==> config.mk <==
export PLATFORM = sky130hd
export DESIGN_NAME = pvdd_event_out
export DESIGN_NICKNAME = d
export VERILOG_FILES = /design/src/hw/rtl/pvdd_pkg.sv /design/src/hw/rtl/pvdd_event_out.sv
export SDC_FILE = /design/constraint.sdc
export NUM_CORES = 1
export LEC_CHECK = 0
export BUFFER_PORTS_ARGS = -buffer_cell sky130_fd_sc_hd__buf_2
export CAP_MARGIN = 40
export CORE_AREA = 4 4 188 190
export DETAILED_ROUTE_END_ITERATION = 10
export DIE_AREA = 0 0 192 194
export SYNTH_ARGS = -nofsm -noshare
export SYNTH_HDL_FRONTEND = slang
export SYNTH_SLANG_ARGS = --single-unit
export TNS_END_PERCENT = 20
==> constraint.sdc <==
create_clock -name clk -period 13.7 [get_ports clk]
set_input_delay 0.685 -clock clk [delete_from_list [all_inputs] [get_ports clk]]
set_output_delay 0.685 -clock clk [all_outputs]
set_load 0.1 [all_outputs]
==> src/hw/rtl/pvdd_pkg.sv <==
// ----------------------------------------------------------------------------
// pvdd_pkg: shared types for the per-bucket volume drop detector
// Holds the bucket table entry, the candidate record handed to the event
// stage and the configuration register indexes.
// ----------------------------------------------------------------------------
package pvdd_pkg;

    // configuration register indexes
    typedef enum logic [2:0] {
        REG_LIQ_THRESH  = 3'd0,
        REG_DROP_RATIO  = 3'd1,
        REG_WINDOW      = 3'd2,
        REG_BUCKET_SHIFT = 3'd3,
        REG_BASE_PRICE  = 3'd4
    } cfg_reg_t;

    localparam int unsigned VOL_W   = 32;
    localparam int unsigned RATIO_W = 17;
    localparam int unsigned FRAC_W  = 16;
    localparam int unsigned PROD_W  = VOL_W + RATIO_W;

    // one bucket table entry: last snapshot seen in the bucket
    typedef struct packed {
        logic             valid;
        logic [31:0]      snap_time;
        logic [VOL_W-1:0] ask;
        logic [VOL_W-1:0] bid;
    } entry_t;

    // per-item candidate, both sides, before the final ratio compare
    typedef struct packed {
        logic [31:0]       snap_time;
        logic [31:0]       bucket_price;
        logic [VOL_W-1:0]  bid_before;
        logic [VOL_W-1:0]  bid_after;
        logic [VOL_W-1:0]  ask_before;
        logic [VOL_W-1:0]  ask_after;
        logic [VOL_W-1:0]  bid_drop;
        logic [VOL_W-1:0]  ask_drop;
        logic [PROD_W-1:0] bid_need;
        logic [PROD_W-1:0] ask_need;
        logic              bid_elig;
        logic              ask_elig;
    } cand_t;

endpackage

==> src/hw/rtl/pvdd_event_out.sv <==
// ----------------------------------------------------------------------------
// pvdd_event_out: sweep decision and event output register
// Finishes the ratio compare for both sides and presents zero, one or two
// events, bid side first, on the master stream.
// ----------------------------------------------------------------------------
module pvdd_event_out (
    input  logic            clk,
    input  logic            rst_n,
    input  logic            in_valid,
    output logic            in_ready,
    input  pvdd_pkg::cand_t cand,
    output logic            m_axis_tvalid,
    input  logic            m_axis_tready,
    // event_time, bucket_price, prior vol, current vol (lowest bit up)
    output logic [127:0]    m_axis_tdata,
    // is_bid
    output logic            m_axis_tuser,
    // last_of_run
    output logic            m_axis_tlast
);

    localparam int unsigned PW = pvdd_pkg::PROD_W;
    localparam int unsigned VW = pvdd_pkg::VOL_W;
    localparam int unsigned FW = pvdd_pkg::FRAC_W;

    pvdd_pkg::cand_t hold_reg;
    logic            pend_bid_reg;
    logic            pend_ask_reg;
    logic            fire_bid;
    logic            fire_ask;
    logic [PW-1:0]   bid_scaled;
    logic [PW-1:0]   ask_scaled;
    logic            out_fire;
    logic            load;

    // drop scaled by 2^16 against ratio times before
    assign bid_scaled = {{(PW-VW-FW){1'b0}}, cand.bid_drop, {FW{1'b0}}};
    assign ask_scaled = {{(PW-VW-FW){1'b0}}, cand.ask_drop, {FW{1'b0}}};
    assign fire_bid   = cand.bid_elig && (bid_scaled >= cand.bid_need);
    assign fire_ask   = cand.ask_elig && (ask_scaled >= cand.ask_need);

    // handshake on both sides
    assign out_fire = m_axis_tvalid && m_axis_tready;
    assign in_ready = !(pend_bid_reg || pend_ask_reg)
                      || (out_fire && (pend_bid_reg ^ pend_ask_reg));
    assign load     = in_valid && in_ready;

    // pending event flags, a new load replaces the event being sent
    always_ff @(posedge clk or negedge rst_n)
    begin
        if (!rst_n)
        begin
            pend_bid_reg <= 1'b0;
            pend_ask_reg <= 1'b0;
        end
        else
        begin
            if (load)
            begin
                pend_bid_reg <= fire_bid;
                pend_ask_reg <= fire_ask;
            end
            else if (out_fire)
            begin
                if (pend_bid_reg)
                begin
                    pend_bid_reg <= 1'b0;
                end
                else
                begin
                    pend_ask_reg <= 1'b0;
                end
            end
        end
    end

    // event payload
    always_ff @(posedge clk)
    begin
        if (load)
        begin
            hold_reg <= cand;
        end
    end

    // output select, bid side goes first
    assign m_axis_tvalid = pend_bid_reg || pend_ask_reg;
    assign m_axis_tuser  = pend_bid_reg;
    assign m_axis_tlast  = !(pend_bid_reg && pend_ask_reg);
    assign m_axis_tdata  = pend_bid_reg
        ? {hold_reg.bid_after, hold_reg.bid_before,
           hold_reg.bucket_price, hold_reg.snap_time}
        : {hold_reg.ask_after, hold_reg.ask_before,
           hold_reg.bucket_price, hold_reg.snap_time};

endmodule

==> results of run 1 <==
worst reg2reg max path, delay by kind of cell (launching register included):
kind | cells | cell delay (ns)
compound gates | 1 | 0.17
fa+ha+maj | 1 | 0.31
buf+inv | 3 | 1.24
flops | 1 | 0.69
simple gates | 1 | 0.67
power groups by stage:
| stage | clock, mW | combinational (mW) | sequential [mW] |
|---|---|---|---|
| after global placement | 0 | 0.487 | 0.748 |
| after CTS | 0.498 | 0.497 | 0.733 |
| after floorplan | 0 | 0.392 | 0.752 |
| after global routing | 0.522 | 0.516 | 0.737 |
| after detailed placement | 0 | 0.496 | 0.747 |
| final | 0.480 | 0.492 | 0.732 |
kinds of logic (layout without fill, tap and decap cells):
logic type,count (synthesis),after routing,share of synthesized area [%]
AND/OR/NAND/NOR,58,58,3.93
buffers and inverters,140,596,8.70
multiplexers,65,65,8.23
flip-flops,194,194,65.4
adder cells (fa/ha/maj),66,66,9.29
AO/OA/AOI/OAI,64,64,4.43
Yosys cell counts (3+ instances only):
| cell type | number |
|---|---|
| a211oi_1 | 4 |
| a21o_1 | 10 |
| a21oi_1 | 26 |
| buf_2 | 6 |
| buf_4 | 64 |
| edfxtp_1 | 192 |
| ha_1 | 66 |
| inv_1 | 68 |
| mux2_1 | 65 |
| nand2_1 | 17 |
| nand4_1 | 11 |
| nor2_1 | 6 |
| nor3_1 | 3 |
| nor4_1 | 5 |
| o21ai_0 | 8 |
| o21ai_1 | 4 |
| o22ai_1 | 3 |
per-layer routing:
metal  up-vias  share of wire [%]  global-route usage, %
met4        12                2.0                   4.44
met2       315                 53                   24.0
met5         -               0.33                      0
met1      2808                 34                   12.5
li1       2998                  -                      -
met3        43                 11                   5.29
worst paths after layout:
path                              start       endpoint  slack (ns)  depth (start not counted)
min reg2reg                pend_ask_reg   pend_ask_reg        0.81                          4
min in group asynchronous         rst_n   m_axis_tuser        0.57                          2
max in group asynchronous         rst_n   m_axis_tuser       13.02                          2
max reg2reg                m_axis_tuser  hold_reg[271]       10.21                          6
min                           cand[332]  hold_reg[332]        0.42                          1
max                        m_axis_tuser  hold_reg[271]       10.21                          6
through the flow:
step / setup WS (ns) / instance area [µm²] / utilization, % / hold slack, ns
global route: 9.98 / 12100 / 36.0 / 0.388
detailed placement: 10.14 / 11500 / 34.3 / 0.479
finish: 10.21 / 12100 / 36.0 / 0.416
floorplan: 6.45 / 8890 / - / 0.389
global placement: 9.79 / 11400 / 34.1 / 0.478
CTS: 10.12 / 12100 / 36.0 / 0.383
layout make-up:
class | count | area (µm²)
Clock buffer | 17 | 425
Inverter | 69 | 259
Multi-Input combinational cell | 253 | 2300
Sequential cell | 194 | 5820
Clock inverter | 14 | 146
Tap cell | 448 | 561
Timing Repair Buffer | 496 | 2540
Fill cell | 3301 | 21400
==> impl_results.md, run 1 <==
* Slowest-stage cell, CP: buf_4
* Via Count at between 6000 and 7000
* CTS clk-pin slew, worst paths at 0.08 ns
* Avg Vias per Cell at 4.14
* Final period utilization at 25.4%
* Sw Share at between 30% and 40%
* Ant diodes at 0
* CTS Hold Buffers Added at 1
* Seq/Total Area, Yosys at approximately 65%
* Status: finished, final reports clean
* Setup crit start kind: flip-flop
* Internal power at 1.06 mW
* Final #Nets at approximately 1500
* Die H at 194 µm
* Largest register FFs at 192
* Vias in the first global route at 6590
* Commonest cells after routing, fill and taps aside: 491 x buf_2, 192 x edfxtp_1, 68 x inv_1
* Kind of critical path: reg2reg
* Die width at 192 µm
* Wire per inst at 16.7 µm
* P_sw at approximately 640 µW
* TNS Setup at 0 ns
* Final std cells w/o fill at 1491
* Combinational power share at 28.9%
* Final hold vios at 0
* Cell family with most CP delay: buffers and inverters
* Crit-path max FO at 62
* Syn_area_per_cell at 15.1 µm²
* Largest net degree at the start of global routing at 72
* CTS Sinks at 194
* FMAX at approximately 0.29 GHz
* Initial antenna violation count at 6
* CP bufs+invs at 3
* DRC violations left at 0
* Hold WC Path Type: in2reg
* Maximum clock path buffer count at 2
* Final setup vio count at 0
* Slew @ Worst Pin at 0.814 ns
* Synthesis-to-layout area growth at 35.6%
* Initial DRC count at about 220
* Resized cells post-CTS at 0
* Die area at 37200 µm²
* CTS tree: done
* Synth Cell Area at 8890 µm²
* Leading area contributor after synthesis: edfxtp_1
* Yosys top cell area share at 64.9%
* Maximum VDD drop at roughly 0.00012 V
* Drt pass-1 iters at 4
* Largest cells by area after synthesis: edfxtp_1 65%, ha_1 9.3%, mux2_1 8.2%, buf_4 5.4%, inv_1 2.9%
* Max Cap Viol at 0
* Slew Viols, Final at 0
* Port bufs at between 400 and 500
* Crit path DAT at 3.55 ns
* Number of synthesized flops with an enable pin at 192
* Clock power share at 28.2%
* Main synth FF type: edfxtp_1
* Count of cell types in the netlist at 41
* Max stage delay on crit path at between 0.7 and 0.8 ns
* DP Wirelength at between 20 and 25 mm
* Flop pwr share at a little over two fifths
* Flops & latches, synth at 194
* Power consumption at around 1.7 mW
* Worst-Skew Late Latency at 0.44 ns
* RSZ-0062 raised after global routing: false
* Power per cell area at 141 nW/µm²
* GRT Resource Usage Total at 12.8%
* Total gr overflow at 0
* Syn nets at between 1000 and 1500
* Rel. slew slack at 45.7%
* Synth Warn # at 0
* Minimum clock period at about 3.5 ns
* # rows at 67
* Root Buffer: clkbuf_16
* Htree depth at 4
* First-pass GRT wire length at 36.3 mm
* Starting Density at about a quarter
* Layout cells sized above 1 at around 51%
* Number of buffers created by CTS at 17
* P_leak at 5.50 nW
* Core box area at 33400 µm²
* Setup Skew at ~0.015 ns
* Fraction of registers with async set/reset at between 1 and 1.5%
* GP Congestion at around 0.8
* CP cell instances: buf_16, inv_1, ha_1, a21o_1, and2_4, buf_4
* Post-CTS setup-driven buffer insertion count at 0
* WP data required at between 10 and 15 ns
* Post-DRT Antenna Nets at 0
* Most common cell after layout, fill and taps aside: buf_2
* CP endpoint kind: flip-flop
* Post-Syn Instances at 587
* Dpl cells at 1459
* IO Pins at 492
* Final wirelength at roughly 25 mm
Power figures use the tool's default switching activity.
==> inputs of run 2 (changes only) <==
CORE_AREA = 4 4 189 191   (was 4 4 188 190)
DIE_AREA = 0 0 193 195   (was 0 0 192 194)
clock period = 3.46 ns   (was 13.7 ns; I/O delays follow)
==> run 2 against run 1 <==
Against the previous run: clock power grew to 4.2 times the previous value; total power rose to 4.1 times the previous value; worst setup slack lost 9.3 ns; final area grew 17%; combinational power grew to 4.3 times the previous value; global-route usage rose by 1.1 points; via count is 14% higher.
==> impl_results.md, run 2 (synthesis gave the netlist of run 1 again) <==
* Hold WC Path Type: in2async
* Rel. slew slack at 53.3% (+7.6 points)
* Largest net degree at the start of global routing at 51 (-29%)
* RSZ-0062 raised after global routing: false
* Most Used Layer, Global Route: met2
* Layout fillers at 3174 (-3.8%)
* Slowest-stage cell, CP: buf_4
* Synthesis-to-layout area growth at 58.0%
* IO Pins at 492 (unchanged)
* FMAX at roughly 0.39 GHz
* GRT Resource Usage Total at 13.9% (+1.1 points)
* Setup Skew at 0.0100 ns (-0.00535 ns)
* Layout cells sized above 1 at 43.3% (-8.0 points)
* Avg Vias per Cell at 4.15 (+0.28%)
* Initial antenna violation count at 3 (-3)
* Slew Viols, Final at 0 (unchanged)
* Largest register FFs at 192 (unchanged)
* CTS clk-pin slew, worst paths at 0.06 ns (-0.02 ns)
* Max stage delay on crit path at 0.64 ns (-0.10 ns)
* Max Cap Viol at 0 (unchanged)
* Kind of critical path: reg2out
* Vias in the first global route at 7812 (+19%)
* Maximum VDD drop at 0.000364 V (+200%)
* Multi-input logic area at 2310 µm² (+0.33%)
* CP bufs+invs at 2 (-1)
* Total gr overflow at 0 (unchanged)
* Drt pass-1 iters at 4 (unchanged)
* Die area at 37600 µm² (+1.0%)
* Final setup vio count at 0 (unchanged)
* Final wirelength at 27.6 mm (+11%)
* Slew @ Worst Pin at 0.700 ns (-0.114 ns)
* CP cell instances: buf_4, mux2_1, buf_2
* WP data required at 3.29 ns (-10.48 ns)
* CTS Sinks at 194 (unchanged)
* Crit-path max FO at 50 (-19%)
* Post-DRT Antenna Nets at 0 (unchanged)
* Initial DRC count at 263 (+19%)
* Global routing met2 resource utilization at 27.1% (+3.1 points)
* Final hold vios at 0 (unchanged)
* Starting Density at 26.1% (-0.52 points)
* P_leak at 6.33 nW (+15%)
* Met1 Use GR at 13.6% (+1.1 points)
* Root Buffer: clkbuf_16
* Port bufs at 491 (unchanged)
* Number of buffers created by CTS at 17 (unchanged)
* Worst-Skew Late Latency at 0.42 ns (-0.02 ns)
* Htree depth at 4 (unchanged)
* Most common cell after layout, fill and taps aside: buf_2
* Final #Nets at 1653 (+13%)
* Minimum clock period at 2.60 ns
* Maximum clock path buffer count at 2 (unchanged)
* M3 GR Usage at 4.31% (-0.99 points)
* Final period utilization at 75.0%
* Wire per inst at 16.3 µm (-2.5%)
* Via Count at 7041 (+14%)
* Power consumption at 7.06 mW (+310%)
* Core box area at 34100 µm² (+2.0%)
* First-pass GRT wire length at 40.4 mm (+11%)
* Register area at 5820 µm² (unchanged)
* DRC violations left at 0 (unchanged)
* DP Wirelength at 20.3 mm (-0.56%)
* Cell family with most CP delay: buffers and inverters
* GP Congestion at 0.803 (+1.6%)
* Status: finished, final reports clean
* Commonest cells after routing, fill and taps aside: 491 x buf_2, 193 x dlygate4sd3_1, 192 x edfxtp_1
* Post-CTS setup-driven buffer insertion count at 0 (unchanged)
* Crit path DAT at 2.42 ns (-1.13 ns)
* Die width at 193 µm (+0.52%)
* Power per cell area at 502 nW/µm² (+260%)
* Die H at 195 µm (+0.52%)
* CP endpoint kind: output pin
* CTS tree: done
* # rows at 68 (+1.5%)
* TNS Setup at 0 ns (unchanged)
* Setup crit start kind: flip-flop
-- run 2: cell types whose count changed in the layout (fill, tap and decap cells not counted), moves of 2 or more --
cell	delta
bufinv_16	+3
buf_4	+2
clkinv_8	-3
clkinv_1	+2
diode_2	+2
dlygate4sd3_1	+192
inv_8	-2
clkinv_4	-2
buf_16	-2
buf_12	+4
-- run 2: cell type report --
cell class | count | area share (%)
well taps | 455 | 4.05
clock buffers | 18 | 3.05
flip-flops and latches | 194 | 41.4
inverters | 69 | 1.84
multi-input cells | 253 | 16.4
clock inverters | 12 | 1.12
diodes | 2 | 0.0356
repair buffers | 692 | 32.0
-- run 2: worst reg2reg max path, stage by stage, from the launching register on --
cell and delay [ns]:
dfrtp_4 0.63, inv_1 0.14, ha_1 0.34, a21o_4 0.14
and2_4 0.56, buf_12 0.34
-- run 2: path summary, 6_finish.rpt --
kind / from / to / slack [ns] / cells after the start
setup / recovery: m_axis_tuser / m_axis_tdata[65] / 0.86 / 3
hold / removal: rst_n / m_axis_tuser / 0.09 / 2
setup reg to reg: m_axis_tuser / hold_reg[298] / 0.96 / 5
hold reg to reg: pend_ask_reg / pend_ask_reg / 0.83 / 4
max in group asynchronous: rst_n / m_axis_tuser / 3.26 / 2
min in group clk: cand[0] / pend_ask_reg / 0.18 / 4
-- run 2: what timing repair did --
action	4_1_cts	5_1_grt
endpoints found under the hold margin	194	0
gates resized for setup	0	0
hold buffers	193	0
-- run 2: layer usage --
| layer | vias to the layer above | share of wire (%) |
|---|---|---|
| met5 | - | 0.047 |
| met4 | 2 | 2.2 |
| met3 | 32 | 9.1 |
| met2 | 336 | 54 |
| met1 | 3284 | 35 |
| li1 | 3387 | - |
-- run 2: through the flow --
step | instances | hold WS, ns | setup WS [ns] | util, % | cell area, µm²
2_1_floorplan | 587 | -0.123 | 0.107 | - | 8900
3_3_place_gp | 1470 | -0.0349 | 0.942 | 33.8 | 11500
3_5_place_dp | 1470 | -0.0347 | 0.871 | 33.8 | 11500
4_1_cts | 1693 | 0.0837 | 0.771 | 41.2 | 14000
5_1_grt | 1695 | 0.0667 | 0.697 | 41.2 | 14000
6_report | 1695 | 0.0858 | 0.865 | 41.2 | 14000
-- run 2: where the power goes --
group / internal, mW / switching, mW / leakage (nW)
clock: 1.14 / 0.872 / 0.282
sequential: 2.84 / 0.0606 / 1.88
combinational: 0.553 / 1.59 / 4.16
